## src/design/query_string_pair_decoder_macros.svh

```systemverilog
// Assertion helpers shared by the decoder modules.
`ifndef QUERY_STRING_PAIR_DECODER_MACROS_SVH
`define QUERY_STRING_PAIR_DECODER_MACROS_SVH

// Check on every edge with reset ignored.
`define QSPD_ASSERT_NORST(lbl, prop, msg) \
	lbl: assert property (@(posedge clk) prop) else $error(msg);

// Check on every edge outside reset.
`define QSPD_ASSERT(lbl, prop, msg) \
	lbl: assert property (@(posedge clk) disable iff (!arst_n) prop) else $error(msg);

`endif

```

## src/design/qspd_pkg.sv

```systemverilog
package qspd_pkg;

	typedef struct packed {
		logic [7:0] in_byte;
		logic       final_byte;
	} in_t;

	typedef struct packed {
		logic [7:0] out_byte;
		logic [1:0] result_kind;
		logic       run_end;
	} out_t;

	localparam logic [1:0] KIND_KEY      = 2'd0;
	localparam logic [1:0] KIND_VALUE    = 2'd1;
	localparam logic [1:0] KIND_COMPLETE = 2'd2;
	localparam logic [1:0] KIND_DROPPED  = 2'd3;

	// One accepted byte's results: one or two words.
	typedef struct packed {
		logic two;
		out_t r0;
		out_t r1;
	} entry_t;

	localparam int FIFO_DEPTH = 4;
	localparam int FIFO_AW    = $clog2(FIFO_DEPTH);

endpackage

```

## src/design/query_string_pair_decoder.sv

```systemverilog
// Percent-decoding splitter for URL query strings. One raw byte enters per cycle while
// full is low; each byte yields zero, one or two result words (key/value byte, pair
// complete or pair dropped), the last one flagged run_end. Results drain one word per
// cycle while pop is high from a four-entry queue of per-byte entries, so a byte that
// gives two words takes two pops and the input side keeps running until that queue
// fills. A byte's entry is registered into the queue ahead of the result port.
module query_string_pair_decoder (
	input  logic           clk,
	input  logic           arst_n,
	input  logic           push,
	output logic           full,
	input  qspd_pkg::in_t  item,
	output logic           empty,
	input  logic           pop,
	output qspd_pkg::out_t result
);

	logic             entry_push;
	qspd_pkg::entry_t entry;
	qspd_pkg::entry_t head;
	logic             head_empty;
	logic             head_pop;

	qspd_front u_front (
		.clk        (clk),
		.arst_n     (arst_n),
		.push       (push),
		.full       (full),
		.item       (item),
		.entry_push (entry_push),
		.entry      (entry)
	);

	qspd_fifo u_fifo (
		.clk    (clk),
		.arst_n (arst_n),
		.wr     (entry_push),
		.wdata  (entry),
		.full   (full),
		.rd     (head_pop),
		.rdata  (head),
		.empty  (head_empty)
	);

	qspd_back u_back (
		.clk        (clk),
		.arst_n     (arst_n),
		.head       (head),
		.head_empty (head_empty),
		.head_pop   (head_pop),
		.pop        (pop),
		.empty      (empty),
		.result     (result)
	);

endmodule

```

## src/design/qspd_front.sv

```systemverilog
module qspd_front (
	input  logic             clk,
	input  logic             arst_n,
	input  logic             push,
	input  logic             full,
	input  qspd_pkg::in_t    item,
	output logic             entry_push,
	output qspd_pkg::entry_t entry
);

	`include "query_string_pair_decoder_macros.svh"

	localparam logic [7:0] CH_PCT = 8'h25;
	localparam logic [7:0] CH_AMP = 8'h26;
	localparam logic [7:0] CH_EQ  = 8'h3D;
	localparam logic [1:0] ESC_NONE  = 2'd0;
	localparam logic [1:0] ESC_PCT   = 2'd1;
	localparam logic [1:0] ESC_DIGIT = 2'd2;

	logic       val_q;
	logic [1:0] esc_q;
	logic [3:0] hi_q;
	logic       hv_q;

	logic       val_n;
	logic [1:0] esc_n;
	logic [3:0] hi_n;
	logic       hv_n;

	logic       accept;
	logic [7:0] b;
	logic       sep;
	logic       pend;
	logic       d_ok;
	logic [3:0] d_val;
	logic       p_valid;
	logic [7:0] p_byte;
	logic [1:0] p_kind;
	qspd_pkg::out_t mark;

	function automatic logic is_dec(input logic [7:0] c);
		return c inside {[8'h30:8'h39]};
	endfunction

	function automatic logic is_alpha_hex(input logic [7:0] c);
		return c inside {[8'h41:8'h46], [8'h61:8'h66]};
	endfunction

	assign accept = push && !full;
	assign b      = item.in_byte;
	assign sep    = (b == CH_AMP) || (b == CH_EQ && !val_q);
	assign pend   = (esc_q == ESC_PCT) || (esc_q == ESC_DIGIT);
	assign d_ok   = is_dec(b) || is_alpha_hex(b);
	assign d_val  = is_dec(b) ? b[3:0] : b[3:0] + 4'd9;

	always_comb begin
		val_n   = val_q;
		esc_n   = esc_q;
		hi_n    = hi_q;
		hv_n    = hv_q;
		p_valid = 1'b0;
		p_byte  = b;
		p_kind  = val_q ? qspd_pkg::KIND_VALUE : qspd_pkg::KIND_KEY;
		if (pend && !sep) begin
			if (esc_q == ESC_PCT) begin
				hi_n  = d_ok ? d_val : 4'd0;
				hv_n  = d_ok;
				esc_n = ESC_DIGIT;
			end else begin
				p_valid = hv_q && d_ok;
				p_byte  = {hi_q, d_val};
				esc_n   = ESC_NONE;
				hi_n    = 4'd0;
				hv_n    = 1'b0;
			end
		end else if (b == CH_AMP) begin
			p_valid = 1'b1;
			p_byte  = 8'd0;
			p_kind  = val_q ? qspd_pkg::KIND_COMPLETE : qspd_pkg::KIND_DROPPED;
			val_n   = 1'b0;
			esc_n   = ESC_NONE;
			hi_n    = 4'd0;
			hv_n    = 1'b0;
		end else if (b == CH_EQ && !val_q) begin
			val_n = 1'b1;
			esc_n = ESC_NONE;
			hi_n  = 4'd0;
			hv_n  = 1'b0;
		end else if (b == CH_PCT) begin
			esc_n = ESC_PCT;
			hi_n  = 4'd0;
			hv_n  = 1'b0;
		end else begin
			p_valid = 1'b1;
			esc_n   = ESC_NONE;
			hi_n    = 4'd0;
			hv_n    = 1'b0;
		end

		// Close the segment on the last byte; state after a trailing '&' is key part.
		mark.out_byte    = 8'd0;
		mark.result_kind = val_n ? qspd_pkg::KIND_COMPLETE : qspd_pkg::KIND_DROPPED;
		mark.run_end     = 1'b1;
		if (item.final_byte) begin
			val_n = 1'b0;
			esc_n = ESC_NONE;
			hi_n  = 4'd0;
			hv_n  = 1'b0;
		end

		entry.two = p_valid && item.final_byte;
		entry.r1  = mark;
		if (p_valid) begin
			entry.r0.out_byte    = p_byte;
			entry.r0.result_kind = p_kind;
			entry.r0.run_end     = !item.final_byte;
		end else begin
			entry.r0 = mark;
		end
		entry_push = accept && (p_valid || item.final_byte);
	end

	always_ff @(posedge clk or negedge arst_n) begin
		if (!arst_n) begin
			val_q <= 1'b0;
			esc_q <= ESC_NONE;
			hi_q  <= 4'd0;
			hv_q  <= 1'b0;
		end else if (accept) begin
			val_q <= val_n;
			esc_q <= esc_n;
			hi_q  <= hi_n;
			hv_q  <= hv_n;
		end
	end

	`QSPD_ASSERT(a_final_clears, (accept && item.final_byte) |=> (!val_q && esc_q == ESC_NONE && !hv_q), "state not cleared after last byte")
	`QSPD_ASSERT(a_esc_legal, (esc_q != 2'd3), "escape counter reached three")

endmodule

```

## src/design/qspd_fifo.sv

```systemverilog
module qspd_fifo (
	input  logic             clk,
	input  logic             arst_n,
	input  logic             wr,
	input  qspd_pkg::entry_t wdata,
	output logic             full,
	input  logic             rd,
	output qspd_pkg::entry_t rdata,
	output logic             empty
);

	`include "query_string_pair_decoder_macros.svh"

	localparam logic [qspd_pkg::FIFO_AW:0] DEPTH_C =
		(qspd_pkg::FIFO_AW + 1)'(qspd_pkg::FIFO_DEPTH);

	qspd_pkg::entry_t             mem_q [qspd_pkg::FIFO_DEPTH];
	logic [qspd_pkg::FIFO_AW-1:0] wr_ptr_q;
	logic [qspd_pkg::FIFO_AW-1:0] rd_ptr_q;
	logic [qspd_pkg::FIFO_AW:0]   count_q;
	logic                         wr_ok;
	logic                         rd_ok;

	assign full  = (count_q == DEPTH_C);
	assign empty = (count_q == '0);
	assign wr_ok = wr && !full;
	assign rd_ok = rd && !empty;
	assign rdata = mem_q[rd_ptr_q];

	always_ff @(posedge clk) begin
		if (wr_ok) begin
			mem_q[wr_ptr_q] <= wdata;
		end
	end

	always_ff @(posedge clk or negedge arst_n) begin
		if (!arst_n) begin
			wr_ptr_q <= '0;
			rd_ptr_q <= '0;
			count_q  <= '0;
		end else begin
			if (wr_ok) begin
				wr_ptr_q <= wr_ptr_q + 1'b1;
			end
			if (rd_ok) begin
				rd_ptr_q <= rd_ptr_q + 1'b1;
			end
			if (wr_ok && !rd_ok) begin
				count_q <= count_q + 1'b1;
			end else if (rd_ok && !wr_ok) begin
				count_q <= count_q - 1'b1;
			end
		end
	end

	`QSPD_ASSERT_NORST(a_count_bound, (count_q <= DEPTH_C), "queue count above depth")

endmodule

```

## src/design/qspd_back.sv

```systemverilog
module qspd_back (
	input  logic             clk,
	input  logic             arst_n,
	input  qspd_pkg::entry_t head,
	input  logic             head_empty,
	output logic             head_pop,
	input  logic             pop,
	output logic             empty,
	output qspd_pkg::out_t   result
);

	`include "query_string_pair_decoder_macros.svh"

	// Set while the second word of the head entry is on show.
	logic idx_q;
	logic take;

	assign empty    = head_empty;
	assign take     = pop && !head_empty;
	assign result   = idx_q ? head.r1 : head.r0;
	assign head_pop = take && (idx_q || !head.two);

	always_ff @(posedge clk or negedge arst_n) begin
		if (!arst_n) begin
			idx_q <= 1'b0;
		end else if (take) begin
			idx_q <= !head_pop;
		end
	end

	`QSPD_ASSERT(a_second_has_head, idx_q |-> (!head_empty && head.two), "second word without a two-word head")

endmodule
```

## config.mk

```make
export PLATFORM = sky130hd
export DESIGN_NAME = query_string_pair_decoder
export DESIGN_NICKNAME = d
export VERILOG_FILES = /design/src/design/qspd_pkg.sv /design/src/design/query_string_pair_decoder.sv /design/src/design/qspd_front.sv /design/src/design/qspd_fifo.sv /design/src/design/qspd_back.sv
export VERILOG_INCLUDE_DIRS = /design/src /design/src/design
export SDC_FILE = /design/constraint.sdc
export NUM_CORES = 1
export LEC_CHECK = 0
export BUFFER_PORTS_ARGS = -buffer_cell sky130_fd_sc_hd__buf_2
export CAP_MARGIN = 20
export CORE_ASPECT_RATIO = 0.9
export CORE_MARGIN = 2
export CORE_UTILIZATION = 60
export DETAILED_ROUTE_END_ITERATION = 7
export PLACE_DENSITY = 0.78
export RECOVER_POWER = 100
export SYNTH_ARGS = -nofsm -noshare
export SYNTH_HDL_FRONTEND = slang
export SYNTH_HIERARCHICAL = 1
export SYNTH_SLANG_ARGS = --single-unit
```

## constraint.sdc

```tcl
create_clock -name clk -period 3.44 [get_ports clk]
set_input_delay 0.172 -clock clk [delete_from_list [all_inputs] [get_ports clk]]
set_output_delay 0.172 -clock clk [all_outputs]
set_load 0.02 [all_outputs]
```

# == Word-level counts from Yosys, hierarchy flattened ==
# Memories as Yosys holds them, arrays and structs flattened.
# Index checks and enable logic that the tools add are counted.
# classes
addsub,5
order_cmp,6
eq_ne,6
muxes,37
reduce_logical,32
# op_table
operator,count
"8-bit by 6-bit == test with 1-bit output, second input constant",3
8-bit two-way mux,3
11-bit two-way mux,2
4-bit two-way mux,5
1-bit two-way mux,18
"8-bit by 7-bit greater-or-equal comparator with 1-bit output, second input constant",2
"8-bit by 7-bit <= comparator with 1-bit output, second input constant",2
1-bit logical AND,15
2-bit two-way mux,7
1-bit zero test,9
"8-bit by 6-bit greater-or-equal comparator with 1-bit output, second input constant",1
"8-bit by 6-bit <= comparator with 1-bit output, second input constant",1
3-bit two-way mux,2
1-bit logical OR,5
"2-bit by 1-bit adder with 2-bit output, second input constant",2
"4-bit adder, second input constant",1
2-bit nonzero test,2
"3-bit by 1-bit adder with 3-bit output, second input constant",1
"3-bit == test, second input constant",1
3-bit zero test,1
"3-bit by 1-bit subtractor with 3-bit output, second input constant",1
"2-bit by 1-bit == test with 1-bit output, second input constant",1
"2-bit == test, second input constant",1
# totals
ff_bits,16
ram_bits,52
input_bits,13
output_inout_bits,13
elab_cells,95
n_memories,1
# mem_list
memory,words,width,rd,rd_clocked_by_memory_dff,write_ports,line,text
u_fifo.mem_q,4,13,1,0,1,qspd_fifo.sv:17,qspd_pkg::entry_t mem_q [qspd_pkg::FIFO_DEPTH];

# == Logic depth before layout (Yosys ltp) ==
# depth
ltp_word,14
depth_mapped,15

# == By module ==
# Netlist, hierarchy kept.
# modules_own_cells
module,instances,cells_each,area_each_um2,seq_area_each_um2
qspd_fifo,1,157,3773.6,2937.8
qspd_front,1,113,948.4,200.2
qspd_back,1,18,231.5,25.0

# == Least setup slack after synthesis ==
# OpenSTA, ideal clock, no wires.
# synth_path
path_type,reg-to-reg
start,register u_front.esc_q[0]
end,register u_fifo/count_q[2] in the netlist's numbering
t_arrival_ns,2.764
slack_ns,0.597
stages_incl_launch_ff,14
path_cell_list,dfrtp_1 -> ha_1 -> a311oi_1 -> and2_2 -> a21boi_4 -> a21oi_2 -> nor2b_1 -> buf_6 -> ha_1 -> inv_1 -> fa_1 -> xor2_1 -> nor2_1 -> xor2_1
# synth_between
elab_chain_cells,10
elab_cells_between_ends,14
cone_classes,2 x eq/ne; 3 x mux; 9 x reduce/logical
# synth_rtl
element,line,text
start: declaration,qspd_front.sv:21,logic [1:0] esc_q;
start signal: assignment,qspd_front.sv:131,esc_q <= esc_n;
2-bit by 1-bit == test with 1-bit output or 2-bit == test (tied branches),"qspd_front.sv:52, qspd_front.sv:65",
1-bit logical OR,qspd_front.sv:52,assign pend = (esc_q == ESC_PCT) || (esc_q == ESC_DIGIT);
1-bit logical AND,qspd_front.sv:64,if (pend && !sep) begin
1-bit two-way mux (*),qspd_front.sv:64,
1-bit logical OR (*),qspd_front.sv:120,entry_push = accept && (p_valid || item.final_byte);
1-bit logical AND (*),qspd_front.sv:120,
net entry_push,query_string_pair_decoder.sv:18,logic entry_push;
1-bit logical AND (*),qspd_fifo.sv:26,assign wr_ok = wr && !full;
net u_fifo.wr_ok,qspd_fifo.sv:21,logic wr_ok;
1-bit zero test,qspd_fifo.sv:50,end else if (rd_ok && !wr_ok) begin
1-bit logical AND,qspd_fifo.sv:50,
2-bit nonzero test (no line),-,
end signal: assignment,qspd_fifo.sv:49,count_q <= count_q + 1'b1;
end signal: assignment,qspd_fifo.sv:51,count_q <= count_q - 1'b1;
end: declaration,qspd_fifo.sv:20,logic [qspd_pkg::FIFO_AW:0] count_q;
# The timed path passes the listed nets; every way through them passes the cells marked *.
# A chain may end at the register's enable or synchronous reset.

# == Final worst setup path ==
# layout_path
start,register u_front.esc_q[0]
end,"memory u_fifo/mem_q[0][18] in the netlist's numbering, enable pin"
# layout_between
elab_chain_cells,9
elab_cells_between_ends,11
cone_classes,2 x eq/ne; 4 x mux; 5 x reduce/logical
# layout_rtl
element,line,text
2-bit by 1-bit == test with 1-bit output or 2-bit == test (tied branches),"qspd_front.sv:52, qspd_front.sv:65",
1-bit logical OR,qspd_front.sv:52,
1-bit logical AND,qspd_front.sv:64,
1-bit two-way mux (*),qspd_front.sv:64,
1-bit logical OR (*),qspd_front.sv:120,
1-bit logical AND (*),qspd_front.sv:120,
net entry_push,query_string_pair_decoder.sv:18,
1-bit logical AND (*),qspd_fifo.sv:26,
1-bit two-way mux (*),qspd_fifo.sv:31,if (wr_ok) begin
1-bit two-way mux (implied by the code) (*),qspd_fifo.sv:32,mem_q[wr_ptr_q] <= wdata;
end: declaration,qspd_fifo.sv:17,
# Marked as above.

==> impl_metrics.json <==
{
  "finalSetupViolations": 0,
  "gr-usage-met3": 0.0381,
  "core_um2": 8030,
  "ys_ff_latch": 108,
  "ir_drop_v": 0.000387,
  "fillers": 551,
  "use_met2": 0.310,
  "num_rows": 31,
  "wl_per_cell_um": 18.8,
  "synth_top_area_frac": 0.558,
  "r2r_cells": 9,
  "cellLeakagePower_nw": 1.92,
  "dieArea_um2": 9000,
  "final_util": 0.656,
  "fin_cells": 423,
  "insertion_delay_ns": 0.37,
  "use_met1": 0.280,
  "slew_viol_final": 0,
  "hold_viol_final": 0,
  "first_global_vias": 2567,
  "power_per_cell_area_nw_per_um2": 745,
  "grt_setup_unrepaired": "false",
  "drt_iter0_drc": 172,
  "area_growth_pct": 6.26,
  "p_sw_frac": 0.328,
  "period_minus_slack_ns": 3.09,
  "cts_max_level": 3,
  "p_int_mw": 2.63,
  "placed_cells": 407,
  "worst_slack_ns": 0.353,
  "whs_ns": 0.0290,
  "drv_cap": 0,
  "cts_sinks": 108,
  "ys_async_sr_fraction": 0.148,
  "grt_usage": 0.196,
  "share_comb_of_total_power": 0.362,
  "gp_congestion": 0.843,
  "fmax_ghz": 0.324,
  "grt-ovfl-total": 0,
  "grt_pass1_wl_um": 13200,
  "drt_wl_total_um": 7960,
  "critical_path_required_ns": 3.47,
  "place_area_um2": 5130,
  "crit_arrival_ns": 3.12,
  "cts_buffers": 9,
  "diodes": 0,
  "vias": 2428,
  "drive_gt1_frac": 0.228,
  "initial_core_util": 0.617,
  "ys_types": 56,
  "power.total_mw": 3.92,
  "timing.final.crit_share": 0.897,
  "ant_nets": 0,
  "first_pass_iters": 4,
  "crit_fanout": 23,
  "ys_dominant_reg_cell": "edfxtp_1",
  "end_kind": "register",
  "synth.area.top_cells": "edfxtp_1 (56%), mux4_2 (8.2%), dfrtp_1 (8.1%), mux2_4 (3.0%), mux4_1 (2.7%)",
  "clkTransAtPathRegs_ns": 0.10,
  "final_area_um2": 5260,
  "final.setup.tns_ns": 0,
  "fp.dieH_um": 90.2,
  "skew_ns": 0.00876,
  "min_path_cells": 2,
  "yosysTopAreaCell": "edfxtp_1",
  "ys_warn_count": 6,
  "power.clock.fraction": 0.182,
  "syn_area_per_cell_um2": 17.2,
  "synthesis.area_um2": 4950,
  "crit_type": "reg -> reg",
  "min_path_type": "in -> reg",
  "pin_count": 26,
  "ys_seq_area_frac": 0.639,
  "pre_cts_slack_ns": 0.349,
  "post_cts_resized": 0,
  "cts_tree": "built",
  "vias_per_cell": 5.74,
  "power_switching_mw": 1.28,
  "finalNetCount": 344,
  "tightest_slew_ns": 0.931,
  "relSlewSlack": 0.379,
  "synth_edf_count": 92,
  "placement.io_buffers": 25,
  "grt_max_degree": 25,
  "die_w_um": 99.8,
  "netlist_instances": 288,
  "seq_power_share": 0.456,
  "crit_path_start_kind": "register",
  "drc_errors": 0,
  "dp_hpwl_um": 5050,
  "status": "complete, no violations",
  "cts_buffer_depth": 2,
  "busiest_layer": "met2",
  "clockRootBuffer": "clkbuf_8",
  "antenna_found_initial": 0
}
worst max-delay path, stage by stage, from the launching register on:
cell,delay (ns)
dfrtp_1,0.40
ha_1,0.37
a311oi_1,0.42
and2_2,0.28
a21boi_4,0.09
a21oi_1,0.17
nor2b_1,0.20
clkbuf_1,0.26
and2_0,0.17
clkbuf_4,0.38
cells in the mapped netlist, drive strengths merged (2+ instances only):
cell type / count
edfxtp: 92
mux4: 23
buf: 20
dfrtp: 16
mux2: 15
nand2: 15
nor2: 11
ha: 10
inv: 9
o21ai: 8
and2: 6
xnor2: 6
a21oi: 5
mux2i: 5
xor2: 5
nor2b: 4
nand2b: 3
nand3: 3
a21boi: 2
conb: 2
nand4: 2
nor3b: 2
or3: 2
or3b: 2
cell type report:
cell class | count | area [um2] | share of cell area
tap | 99 | 124 | 0.0235
clock inverter | 6 | 61.3 | 0.0116
clock buffer | 9 | 124 | 0.0235
multi-input combinational | 158 | 1580 | 0.301
inverter | 9 | 33.8 | 0.00642
timing repair buffer | 34 | 174 | 0.0330
sequential | 108 | 3160 | 0.601
state kept, by name (all words and copies together), names as in the netlist:
name	count
u_back/idx_q	1
u_fifo/count_q	3
u_fifo/mem_q	92
u_fifo/rd_ptr_q	2
u_fifo/wr_ptr_q	2
u_front/esc_q	2
u_front/hi_q	4
u_front/hv_q	1
u_front/val_q	1
path summary, 6_finish.rpt:
path                       slack, ns                             end                           from
setup / recovery                0.35   u_fifo/mem_q[0][18]$_DFFE_PP_   u_front/esc_q[0]$_DFFE_PN0P_
hold / removal                  0.03       u_front/val_q$_DFFE_PN0P_                        item[0]
setup reg to reg                0.35   u_fifo/mem_q[0][18]$_DFFE_PP_   u_front/esc_q[0]$_DFFE_PN0P_
hold reg to reg                 0.50   u_fifo/count_q[2]$_DFFE_PN0P_  u_fifo/count_q[2]$_DFFE_PN0P_
max in group asynchronous       2.51        u_front/hv_q$_DFFE_PN0P_                         arst_n
min in group asynchronous       0.41  u_fifo/wr_ptr_q[1]$_DFFE_PN0P_                         arst_n
metal layers:
metal	part of all wire	vias to the layer above
li1	-	1149
met1	0.44	1190
met2	0.49	80
met3	0.051	9
met4	0.011	0
met5	0	-
cell families (layout without fill, tap and decap cells):
| kind of cell | Yosys count | count (layout) | share of synthesized area |
|---|---|---|---|
| AOI/OAI and AO/OA | 26 | 26 | 0.0437 |
| xor gates and xnor gates | 11 | 11 | 0.0194 |
| adders and majority gates | 11 | 11 | 0.0293 |
| buffers and inverters | 30 | 58 | 0.0402 |
| DFF | 108 | 108 | 0.639 |
| muxes | 43 | 43 | 0.160 |
| other | 2 | 10 | 0.00152 |
| and+or+nand+nor | 57 | 57 | 0.0672 |
power by group through the flow:
stage          clock network [mW]  registers [mW]  logic (mW)
2_1_floorplan                   0            1.80        1.19
3_3_place_gp                    0            1.81        1.47
3_5_place_dp                    0            1.82        1.50
4_1_cts                     0.725            1.79        1.50
5_1_grt                     0.773            1.81        1.55
6_report                    0.713            1.79        1.42
cell usage in the layout (no fill, tap or decap), drive strengths merged, types with 5 or more instances in the layout:
cell    instances
inv            11
mux2           15
nor2           11
o21ai           8
conb           10
dfrtp          16
ha             10
nand2          15
a21oi           5
mux4           23
and2            6
xor2            5
xnor2           6
clkbuf         27
mux2i           5
buf            15
edfxtp         92
repair_timing:
item | CTS | global route
hold buffers | 1 | 0
setup buffers | 0 | 0
hold endpoints to repair | 16 | 0
Note: power is estimated with default switching activity, not from simulation.
